[src/rtl/cplm_pkg.sv]
// Shared constants and types of the cascaded position and speed motor loop.
package cplm_pkg;

    localparam int DUTY_MAX     = 255;
    localparam int ACC_FRACTION = 32;
    localparam int ACC_BOUND    = DUTY_MAX * ACC_FRACTION;
    localparam int ACC_W        = $clog2(ACC_BOUND + 1) + 1;
    localparam int DUTY_W       = 8;

    localparam int POS_W  = 16;
    localparam int LIM_W  = 15;
    localparam int GAIN_W = 8;
    localparam int DB_W   = 10;
    localparam int SCL_W  = 15;

    localparam int MC_W   = 16;
    localparam int MP_W   = 15;
    localparam int PROD_W = 32;

    localparam int CFG_IDX_W  = 3;
    localparam int CFG_DATA_W = 16;
    localparam int IN_DATA_W  = 24;
    localparam int OUT_DATA_W = 32;

    localparam logic [SCL_W-1:0] SCALE_RESET = SCL_W'(1000);

    typedef enum logic [CFG_IDX_W-1:0] {
        REG_TARGET_POSITION   = 3'd0,
        REG_SPEED_LIMIT       = 3'd1,
        REG_POSITION_GAIN     = 3'd2,
        REG_SPEED_GAIN        = 3'd3,
        REG_POSITION_DEADBAND = 3'd4,
        REG_MIN_DUTY          = 3'd5,
        REG_TICK_RATE_SCALE   = 3'd6,
        REG_ENCODER_INVERT    = 3'd7
    } cfg_idx_t;

endpackage

[src/rtl/cascaded_position_speed_motor_loop.sv]
// Cascaded position/speed motor loop (proportional position, accumulating speed stage), one control tick per transfer.
// Steps: take the input, then three serial products on one shared multiplier (position
// gain, tick scale, speed gain), then the result is registered for output.
// Throughput: one tick at a time; the shared bit-serial multiplier and output back-pressure set the rate.
// Reset: registers to defaults (tick scale 1000), accumulator and previous
// position cleared, direction toward the closed end, no result pending.
module cascaded_position_speed_motor_loop
    import cplm_pkg::*;
(
    input  logic                    clk,
    input  logic                    rst_n,
    input  logic                    cfg_we,
    input  logic [CFG_IDX_W-1:0]    cfg_index,
    input  logic [CFG_DATA_W-1:0]   cfg_data,
    input  logic                    s_axis_tvalid,
    output logic                    s_axis_tready,
    // encoder_count[15:0], open_stop_level[16], closed_stop_level[17], zero fill
    input  logic [IN_DATA_W-1:0]    s_axis_tdata,
    output logic                    m_axis_tvalid,
    input  logic                    m_axis_tready,
    // pwm_duty[7:0], drive_direction[8], speed_command[24:9], zero fill
    output logic [OUT_DATA_W-1:0]   m_axis_tdata
);

    typedef enum logic [2:0] {
        S_IDLE, S_POS_GO, S_POS_RUN, S_SPD_GO, S_SPD_RUN, S_ACC_GO, S_ACC_RUN, S_FIN
    } state_t;

    state_t state_reg;

    logic signed [POS_W-1:0] target_reg;
    logic        [LIM_W-1:0] limit_reg;
    logic        [GAIN_W-1:0] pgain_reg;
    logic        [GAIN_W-1:0] sgain_reg;
    logic        [DB_W-1:0]  deadband_reg;
    logic        [DUTY_W-1:0] min_duty_reg;
    logic        [SCL_W-1:0] scale_reg;
    logic                    invert_reg;

    logic signed [POS_W-1:0] prev_reg;
    logic signed [ACC_W-1:0] acc_reg;
    logic                    dir_reg;

    logic signed [POS_W-1:0] pos_reg;
    logic signed [POS_W-1:0] err_reg;
    logic signed [POS_W-1:0] diff_reg;
    logic signed [POS_W-1:0] cmd_reg;
    logic signed [POS_W-1:0] serr_reg;
    logic signed [ACC_W-1:0] sum_reg;
    logic                    open_reg;
    logic                    closed_reg;

    logic                    out_valid_reg;
    logic [DUTY_W-1:0]       duty_out_reg;
    logic                    dir_out_reg;
    logic signed [POS_W-1:0] cmd_out_reg;

    logic signed [POS_W-1:0] enc;
    logic signed [POS_W-1:0] pos_next;
    logic signed [POS_W-1:0] err_raw;
    logic        [POS_W:0]   err_mag;
    logic signed [POS_W-1:0] err_next;

    logic                     mul_start;
    logic signed [MC_W-1:0]   mul_mcand;
    logic        [MP_W-1:0]   mul_mplier;
    logic                     mul_done;
    logic signed [PROD_W-1:0] mul_prod;

    logic signed [PROD_W-1:0] lim_pos;
    logic signed [PROD_W-1:0] lim_neg;
    logic signed [POS_W-1:0]  cmd_next;
    logic signed [POS_W-1:0]  serr_next;
    logic signed [PROD_W-1:0] inc;
    logic signed [PROD_W-1:0] sum_full;
    logic signed [ACC_W-1:0]  sum_next;

    logic        [ACC_W-1:0]  sum_mag;
    logic        [DUTY_W-1:0] duty_raw;
    logic                     gate_off;
    logic                     dir_next;
    logic                     out_free;

    assign s_axis_tready = (state_reg == S_IDLE);
    assign m_axis_tvalid = out_valid_reg;
    assign m_axis_tdata  = {7'd0, cmd_out_reg, dir_out_reg, duty_out_reg};
    assign out_free      = !out_valid_reg || m_axis_tready;

    assign enc      = s_axis_tdata[POS_W-1:0];
    assign pos_next = invert_reg ? -enc : enc;
    assign err_raw  = target_reg - pos_next;
    assign err_mag  = err_raw[POS_W-1] ? (POS_W+1)'(-$signed({err_raw[POS_W-1], err_raw}))
                                       : {1'b0, err_raw};
    assign err_next = (err_mag < (POS_W+1)'(deadband_reg)) ? '0 : err_raw;

    always_comb
    begin
        mul_start  = 1'b0;
        mul_mcand  = err_reg;
        mul_mplier = MP_W'(pgain_reg);
        unique case (state_reg)
            S_POS_GO:
            begin
                mul_start = 1'b1;
            end
            S_SPD_GO, S_SPD_RUN:
            begin
                mul_start  = (state_reg == S_SPD_GO);
                mul_mcand  = diff_reg;
                mul_mplier = scale_reg;
            end
            S_ACC_GO, S_ACC_RUN:
            begin
                mul_start  = (state_reg == S_ACC_GO);
                mul_mcand  = serr_reg;
                mul_mplier = MP_W'(sgain_reg);
            end
            default:
            begin
                mul_start = 1'b0;
            end
        endcase
    end

    cplm_mul u_mul (
        .clk     (clk),
        .rst_n   (rst_n),
        .start   (mul_start),
        .mcand   (mul_mcand),
        .mplier  (mul_mplier),
        .done    (mul_done),
        .product (mul_prod)
    );

    assign lim_pos  = $signed(PROD_W'(limit_reg));
    assign lim_neg  = -lim_pos;
    assign cmd_next = (mul_prod > lim_pos) ? POS_W'(lim_pos) :
                      (mul_prod < lim_neg) ? POS_W'(lim_neg) : POS_W'(mul_prod);
    assign serr_next = cmd_reg - POS_W'(mul_prod);

    assign inc      = mul_prod[PROD_W-1] ? ((mul_prod + PROD_W'(3)) >>> 2) : (mul_prod >>> 2);
    assign sum_full = PROD_W'(acc_reg) + inc;
    assign sum_next = (sum_full > PROD_W'(ACC_BOUND))    ? ACC_W'(ACC_BOUND) :
                      (sum_full < -(PROD_W'(ACC_BOUND))) ? ACC_W'(-ACC_BOUND) :
                      ACC_W'(sum_full);

    assign sum_mag  = sum_reg[ACC_W-1] ? ACC_W'(-sum_reg) : ACC_W'(sum_reg);
    assign duty_raw = DUTY_W'(sum_mag / ACC_FRACTION);
    assign gate_off = (cmd_reg[POS_W-1] && !open_reg)
                   || (!cmd_reg[POS_W-1] && (cmd_reg != '0) && !closed_reg)
                   || (duty_raw < min_duty_reg)
                   || (cmd_reg == '0);
    assign dir_next = sum_reg[ACC_W-1] ? 1'b0 : ((sum_reg != '0) ? 1'b1 : dir_reg);

    always_ff @(posedge clk or negedge rst_n)
    begin
        if (!rst_n)
        begin
            target_reg   <= '0;
            limit_reg    <= '0;
            pgain_reg    <= '0;
            sgain_reg    <= '0;
            deadband_reg <= '0;
            min_duty_reg <= '0;
            scale_reg    <= SCALE_RESET;
            invert_reg   <= 1'b0;
        end
        else if (cfg_we)
        begin
            unique case (cfg_idx_t'(cfg_index))
                REG_TARGET_POSITION:   target_reg   <= cfg_data;
                REG_SPEED_LIMIT:       limit_reg    <= cfg_data[LIM_W-1:0];
                REG_POSITION_GAIN:     pgain_reg    <= cfg_data[GAIN_W-1:0];
                REG_SPEED_GAIN:        sgain_reg    <= cfg_data[GAIN_W-1:0];
                REG_POSITION_DEADBAND: deadband_reg <= cfg_data[DB_W-1:0];
                REG_MIN_DUTY:          min_duty_reg <= cfg_data[DUTY_W-1:0];
                REG_TICK_RATE_SCALE:   scale_reg    <= cfg_data[SCL_W-1:0];
                REG_ENCODER_INVERT:    invert_reg   <= cfg_data[0];
                default:               invert_reg   <= invert_reg;
            endcase
        end
    end

    always_ff @(posedge clk or negedge rst_n)
    begin
        if (!rst_n)
        begin
            state_reg     <= S_IDLE;
            prev_reg      <= '0;
            acc_reg       <= '0;
            dir_reg       <= 1'b1;
            out_valid_reg <= 1'b0;
        end
        else
        begin
            if (out_valid_reg && m_axis_tready && (state_reg != S_FIN))
            begin
                out_valid_reg <= 1'b0;
            end
            unique case (state_reg)
                S_IDLE:
                begin
                    if (s_axis_tvalid)
                    begin
                        state_reg <= S_POS_GO;
                    end
                end
                S_POS_GO:  state_reg <= S_POS_RUN;
                S_POS_RUN:
                begin
                    if (mul_done)
                    begin
                        state_reg <= S_SPD_GO;
                    end
                end
                S_SPD_GO:  state_reg <= S_SPD_RUN;
                S_SPD_RUN:
                begin
                    if (mul_done)
                    begin
                        state_reg <= S_ACC_GO;
                    end
                end
                S_ACC_GO:  state_reg <= S_ACC_RUN;
                S_ACC_RUN:
                begin
                    if (mul_done)
                    begin
                        state_reg <= S_FIN;
                    end
                end
                S_FIN:
                begin
                    if (out_free)
                    begin
                        state_reg     <= S_IDLE;
                        out_valid_reg <= 1'b1;
                        prev_reg      <= pos_reg;
                        acc_reg       <= sum_reg;
                        dir_reg       <= dir_next;
                    end
                end
                default:   state_reg <= S_IDLE;
            endcase
        end
    end

    always_ff @(posedge clk)
    begin
        if (s_axis_tvalid && s_axis_tready)
        begin
            pos_reg    <= pos_next;
            err_reg    <= err_next;
            diff_reg   <= pos_next - prev_reg;
            open_reg   <= s_axis_tdata[POS_W];
            closed_reg <= s_axis_tdata[POS_W+1];
        end
        if (state_reg == S_POS_RUN && mul_done)
        begin
            cmd_reg <= cmd_next;
        end
        if (state_reg == S_SPD_RUN && mul_done)
        begin
            serr_reg <= serr_next;
        end
        if (state_reg == S_ACC_RUN && mul_done)
        begin
            sum_reg <= sum_next;
        end
        if (state_reg == S_FIN && out_free)
        begin
            duty_out_reg <= gate_off ? '0 : duty_raw;
            dir_out_reg  <= dir_next;
            cmd_out_reg  <= cmd_reg;
        end
    end

endmodule

[src/rtl/cplm_mul.sv]
// Bit-serial shift-add multiplier: signed multiplicand, unsigned multiplier.
module cplm_mul
    import cplm_pkg::*;
(
    input  logic                     clk,
    input  logic                     rst_n,
    input  logic                     start,
    input  logic signed [MC_W-1:0]   mcand,
    input  logic        [MP_W-1:0]   mplier,
    output logic                     done,
    output logic signed [PROD_W-1:0] product
);

    logic                     busy_reg;
    logic signed [PROD_W-1:0] mc_reg;
    logic        [MP_W-1:0]   mp_reg;
    logic signed [PROD_W-1:0] acc_reg;
    logic signed [PROD_W-1:0] acc_next;

    assign acc_next = mp_reg[0] ? acc_reg + mc_reg : acc_reg;
    assign done     = busy_reg && (mp_reg == '0);
    assign product  = acc_reg;

    always_ff @(posedge clk or negedge rst_n)
    begin
        if (!rst_n)
        begin
            busy_reg <= 1'b0;
        end
        else if (start)
        begin
            busy_reg <= 1'b1;
        end
        else if (done)
        begin
            busy_reg <= 1'b0;
        end
    end

    always_ff @(posedge clk)
    begin
        if (start)
        begin
            mc_reg  <= PROD_W'(mcand);
            mp_reg  <= mplier;
            acc_reg <= '0;
        end
        else if (busy_reg && (mp_reg != '0))
        begin
            acc_reg <= acc_next;
            mc_reg  <= mc_reg <<< 1;
            mp_reg  <= mp_reg >> 1;
        end
    end

endmodule

[config.mk]
export PLATFORM = sky130hd
export DESIGN_NAME = cascaded_position_speed_motor_loop
export DESIGN_NICKNAME = d
export VERILOG_FILES = /design/src/rtl/cplm_pkg.sv /design/src/rtl/cascaded_position_speed_motor_loop.sv /design/src/rtl/cplm_mul.sv
export SDC_FILE = /design/constraint.sdc
export NUM_CORES = 1
export LEC_CHECK = 0
export BUFFER_PORTS_ARGS = -buffer_cell sky130_fd_sc_hd__buf_2
export CORE_MARGIN = 1
export CORE_UTILIZATION = 28
export CTS_CLUSTER_DIAMETER = 50
export DETAILED_ROUTE_END_ITERATION = 16
export SYNTH_ARGS = -nofsm -noshare
export SYNTH_HDL_FRONTEND = slang
export SYNTH_SLANG_ARGS = --single-unit
[constraint.sdc]
create_clock -name clk -period 5.9 [get_ports clk]
set_input_delay 0.885 -clock clk [delete_from_list [all_inputs] [get_ports clk]]
set_output_delay 0.885 -clock clk [all_outputs]
set_load 0.01 [all_outputs]
==> impl_metrics.yaml, run 1 <==
grt:
  grt.overflow.total: 0
  grt_use_total_pct: 15.50
  grt_max_degree: 77
  grt_pass1_vias: 16230
  grt_pass1_wl_um: 93970
  antenna_found_initial: 1
floorplanning:
  dieArea_um2: 77250
  fp.dieW_um: 277.9
  die_y_um: 277.9
  ios: 82
  core_area_um2: 74950
  rows: 100
  start_util_pct: 28.45
power:
  clkPwrFrac_pct: 38.2
  p_int_mw: 5.066
  comb_power_share_pct: 25.9
  pwr-share-seq_pct: 35.8
  pwr_density_cell_nw_per_um2: 290.2
  leakagePower_nw: 10.39
  vdd_drop_max_v: 0.0002924
  totalPowerFinal_mw: 7.248
  netSwitchingPower_mw: 2.181
  swShare_pct: 30.10
sta:
  setup_viol: 0
  tns_ns: 0
  max_freq_mhz: 178.6
  rsz0062_at_grt: "false"
  fin_ws_ns: 0.2997
  min_period_ns: 5.600
  min_period_over_period_pct: 94.92
  worst_slew_margin_rel_pct: 22.64
  slew_violations: 0
  hold_viol: 0
  fin_skew_ns: 0.03169
  worst_slew_pin_slew_ns: 1.160
drt:
  wire_per_inst_um: 17.98
  wirelength_um: 60650
  vias_per_cell: 5.085
  drc_errors: 0
  antenna_left: 0
  vias: 17150
  first_pass_iters: 5
  drt_iter0_drc: 1271
logic_synthesis:
  syn_area_um2: 21320
  syn_inst: 2223
  yosys.area.top_type: "edfxtp_1"
  synth_area_per_cell_um2: 9.591
  ys_warn_count: 0
  synth.most_common_cell: "nand2_1"
  yosysSeqAreaShare_pct: 40.44
  synthTopCellsByCount: "nand2_1 (228), ha_1 (177), edfxtp_1 (168)"
  synth-async-reset-ratio_pct: 36.91
  netlist_top_cells_area: "edfxtp_1 (24%), dfrtp_1 (13%), ha_1 (10%)"
  synth_seq_cells: 317
  synth_edf_count: 168
  ys.flop_type: "edfxtp_1"
  synth.distinct_cells: 88
  post-synth-top-area-fraction_pct: 23.66
setup_path:
  cp_max_fo: 8
  critPathLaunchType: "input pin"
  crit_type: "input pin to flip-flop"
  crit_required_ns: 6.24
  reg2reg_depth: 16
  cp_data_arrival_time_ns: 5.94
  cp-end-kind: "flip-flop"
cts:
  clk_pin_slew_ns: 0.05
  cts_tree: "done"
  hold_buffers: 0
  cts_buffers: 45
  clock-root-buffer: "clkbuf_16"
  htreeDepth: 2
  clkSinkCount: 317
  post_cts_buffers: 0
  cts.path.max_buffers: 3
  clk_latency_ns: 0.59
layout:
  drive_above_1_share_pct: 15.44
  final_area_um2: 24980
  finish.utilization_pct: 33.33
  fillers: 7651
  area_growth_pct: 17.15
  final_net_count: 2596
place:
  post_dp_cell_area_um2: 23370
  portBuffers: 68
  dpl_worst_slack_ns: -0.3332
  place_hpwl_um: 45540
  gp_congestion: 0.9053
worst_hold_path:
  hp-class: "input pin to async pin"
job:
  drv_cap: 0
run_status:
  outcome: "complete, no violations"
[through the flow]
stage,cells,hold WS (ns)
floorplan,2229,0.4260
global placement,3287,0.4283
detailed placement,3287,0.4412
CTS,3371,0.3657
global route,3372,0.4032
finish,3373,0.3584
[critical path, cell delays in order]
cell	delay, ns
buf_2	0.10
or4_1	0.56
or2_1	0.25
or4_4	0.42
and2_1	0.18
xor2_1	0.19
inv_1	0.07
ha_1	0.31
nand3_1	0.10
o211ai_1	0.18
a21oi_1	0.10
buf_4	0.14
xnor2_1	0.22
nand2_1	0.08
o21ai_1	0.08
ha_1	0.23
a21boi_0	0.12
o21a_1	0.18
o21a_1	0.16
o21a_1	0.17
o21ai_0	0.17
a21oi_1	0.08
or3_1	0.36
a21oi_4	0.19
o221ai_2	0.18
and2_4	0.22
[cell usage in the layout (no fill, tap or decap), drive strengths merged, types with 30 or more instances in the layout]
cell and n:
a21o 78, a21oi 128, a31oi 31, and3 35, buf 177, clkbuf 56, dfrtp 110, dfxtp 32
edfxtp 168, ha 177, inv 131, mux2 73, nand2 228, nand3 46, nand4 60, nor2 119
nor3 44, o211ai 30, o21a 34, o21ai 132, xnor2 103, xor2 41
[final timing paths]
kind                                           startpoint                   endpoint  slack, ns
setup / recovery                          s_axis_tdata[8]  err_reg[15]$_SDFFCE_PN0P_       0.30
hold / removal                                      rst_n  target_reg[0]$_DFFE_PN0P_       0.36
setup reg to reg           u_mul.product[31]$_SDFFE_PP0P_   sum_reg[5]$_SDFFCE_PP1P_       0.36
hold reg to reg                     pos_reg[14]$_DFFE_PP_   prev_reg[14]$_DFFE_PN0P_       0.45
max in group asynchronous                           rst_n    acc_reg[12]$_DFFE_PN0P_       4.08
min in group clk                    pos_reg[14]$_DFFE_PP_   prev_reg[14]$_DFFE_PN0P_       0.45
[area by class of cell]
type	instances	area, µm²	area share [%]
diodes	1	2.502	0.01002
clock inverters	28	311.5	1.247
repair buffers	177	1161	4.649
multi-input cells	1701	11960	47.89
inverters	124	465.4	1.863
clock buffers	56	1240	4.964
well taps	969	1212	4.854
flip-flops and latches	317	8622	34.52
[repair_timing]
action,4_1_cts,5_1_grt
gates resized for setup,0,6
endpoints found under the setup margin,0,16
endpoints found under the hold margin,0,0
[layer usage]
| layer | vias to the layer above | track usage (%) | wire length, µm |
|---|---|---|---|
| met5 | - | 0 | 0 |
| met4 | 0 | 7.423 | 2750 |
| met3 | 118 | 2.082 | 3035 |
| met2 | 429 | 24.56 | 27270 |
| met1 | 8108 | 20.80 | 27590 |
| li1 | 8498 | - | - |
[power by group through the flow]
stage	clock network (mW)	logic (mW)	registers (mW)
final	2.77	1.88	2.60
after global routing	2.93	2.11	2.61
after CTS	2.84	1.80	2.59
after detailed placement	0	1.79	2.64
after global placement	0	1.76	2.64
after floorplan	0	1.29	2.60
[kinds of logic after synthesis]
family          count (synthesis)  synth area share, %
simple gates                  689                16.04
compound gates                601                18.63
flops                         317                40.44
buf+inv                       212                3.991
fa+ha+maj                     182                10.86
xor+xnor                      144                5.986
mux                            77                4.043
other cells                     1              0.01759
(Power assumes the default switching activity.)
==> run 2: changes to the inputs <==
Settings changed: PLACE_DENSITY_LB_ADDON set to 0.15.
==> impl_metrics.yaml, run 2 (synthesis gave the netlist of run 1 again) <==
run_status:
  outcome: "complete, no violations"
drt:
  vias_per_cell: 5.094
  first_pass_iters: 5
  antenna_left: 0
  wire_per_inst_um: 19.79
  drt_iter0_drc: 1212
  wirelength_um: 67460
  drc_errors: 0
  vias: 17360
job:
  drv_cap: 0
layout:
  final_net_count: 2625
  layout.cells.most_common: "nand2_1"
  area_growth_pct: 19.20
  register_area_um2: 8622
  drive_above_1_share_pct: 16.85
  multi_input_area_um2: 11960
  finish.utilization_pct: 33.91
  fillers: 7586
  mostFrequentLayoutCells: "nand2_1 (228), ha_1 (177), edfxtp_1 (168)"
  diodes: 0
setup_path:
  cp_slowest_cell: "or4_1"
  cp_common_cell: "o21a_1"
  crit_required_ns: 6.25
  cp_max_fo: 8
  critPathLaunchType: "input pin"
  reg2reg_slack_ns: 0.44
  reg2reg_depth: 17
  crit_type: "input pin to flip-flop"
  cp_data_arrival_time_ns: 5.88
  max_stage_delay_ns: 0.54
  cp-end-kind: "flip-flop"
cts:
  clkSinkCount: 317
  hold_buffers: 0
  cts_buffers: 52
  clk_latency_ns: 0.61
  cts.path.max_buffers: 3
  post_cts_buffers: 0
  clock-root-buffer: "clkbuf_16"
  clk_pin_slew_ns: 0.05
  htreeDepth: 2
  cts_tree: "done"
sta:
  min_period_over_period_pct: 93.71
  hold_viol: 0
  rsz0062_at_grt: "false"
  worst_slew_pin_slew_ns: 1.261
  fin_skew_ns: 0.02535
  max_freq_mhz: 180.9
  slew_violations: 0
  min_period_ns: 5.529
  hold_slack_ns: 0.3628
  worst_slew_margin_rel_pct: 15.95
  setup_viol: 0
worst_hold_path:
  hp-class: "input pin to async pin"
floorplanning:
  ios: 82
  fp.dieW_um: 277.9
  rows: 100
  die_y_um: 277.9
  start_util_pct: 28.45
  dieArea_um2: 77250
  core_area_um2: 74950
power:
  p_int_mw: 5.374
  comb_power_share_pct: 25.3
  swShare_pct: 30.48
  netSwitchingPower_mw: 2.356
  pwr-share-seq_pct: 33.6
  clkPwrFrac_pct: 41.1
  pwr_density_cell_nw_per_um2: 304.1
  vdd_drop_max_v: 0.0002173
  leakagePower_nw: 10.63
place:
  place_hpwl_um: 51190
  gp_congestion: 0.8842
  portBuffers: 68
grt:
  grt_use_total_pct: 17.21
  grt.overflow.total: 0
  grt_max_degree: 81
  grt_pass1_vias: 16900
  antenna_found_initial: 3
  grt_pass1_wl_um: 102800
## run 2: final cells by class
cell class / count / area share [%]
multi-input combinational: 1701 / 47.05
clock buffer: 63 / 5.603
clock inverter: 35 / 1.590
sequential: 317 / 33.93
tap: 969 / 4.771
inverter: 124 / 1.831
timing repair buffer: 199 / 5.233
## run 2: worst max-delay path: cells and delay by family
family,cells,cell delay (ns)
AOI/OAI and AO/OA,12,1.91
adders and majority gates,2,0.51
buffers and inverters,2,0.17
xor gates and xnor gates,2,0.33
and+or+nand+nor,8,2.08
## run 2: power by group through the flow
stage	sequential [mW]	clock [mW]	combinational, mW
2_1_floorplan	2.60	0	1.29
3_3_place_gp	2.64	0	1.85
3_5_place_dp	2.64	0	1.87
4_1_cts	2.60	3.25	1.89
5_1_grt	2.61	3.35	2.19
6_report	2.60	3.17	1.96
## run 2: through the flow
stage          setup TNS (ns)  power (mW)  setup slack [ns]  std cells  area [µm²]
2_1_floorplan               0       3.891          0.004241       2229       21350
3_3_place_gp           -5.285       4.482           -0.3398       3309       23540
3_5_place_dp           -4.732       4.512           -0.3143       3309       23540
5_1_grt                     0       8.155           0.01397       3408       25410
6_report                    0       7.729            0.3712       3408       25410
4_1_cts                     0       7.735            0.3067       3407       25370
## run 2: repair_timing
item | in CTS | in global routing
endpoints found under the hold margin | 0 | 0
endpoints found under the setup margin | 0 | 16
resized for setup | 0 | 5
## run 2: worst paths after layout
| check | startpoint | endpoint |
|---|---|---|
| setup / recovery | s_axis_tdata[8] | err_reg[13]$_SDFFCE_PN0P_ |
| hold / removal | rst_n | deadband_reg[3]$_DFFE_PN0P_ |
| setup reg to reg | u_mul.product[31]$_SDFFE_PP0P_ | sum_reg[5]$_SDFFCE_PP1P_ |
| hold reg to reg | pos_reg[6]$_DFFE_PP_ | prev_reg[6]$_DFFE_PN0P_ |
| max in group asynchronous | rst_n | min_duty_reg[3]$_DFFE_PN0P_ |
| min in group clk | pos_reg[6]$_DFFE_PP_ | prev_reg[6]$_DFFE_PN0P_ |
## run 2: per-layer routing
layer | up-vias | track usage, % | wire length [µm]
li1 | 8566 | - | -
met1 | 8366 | 22.49 | 30880
met2 | 335 | 29.67 | 32800
met3 | 94 | 2.325 | 2362
met4 | 0 | 4.491 | 1412
met5 | - | 0 | 0
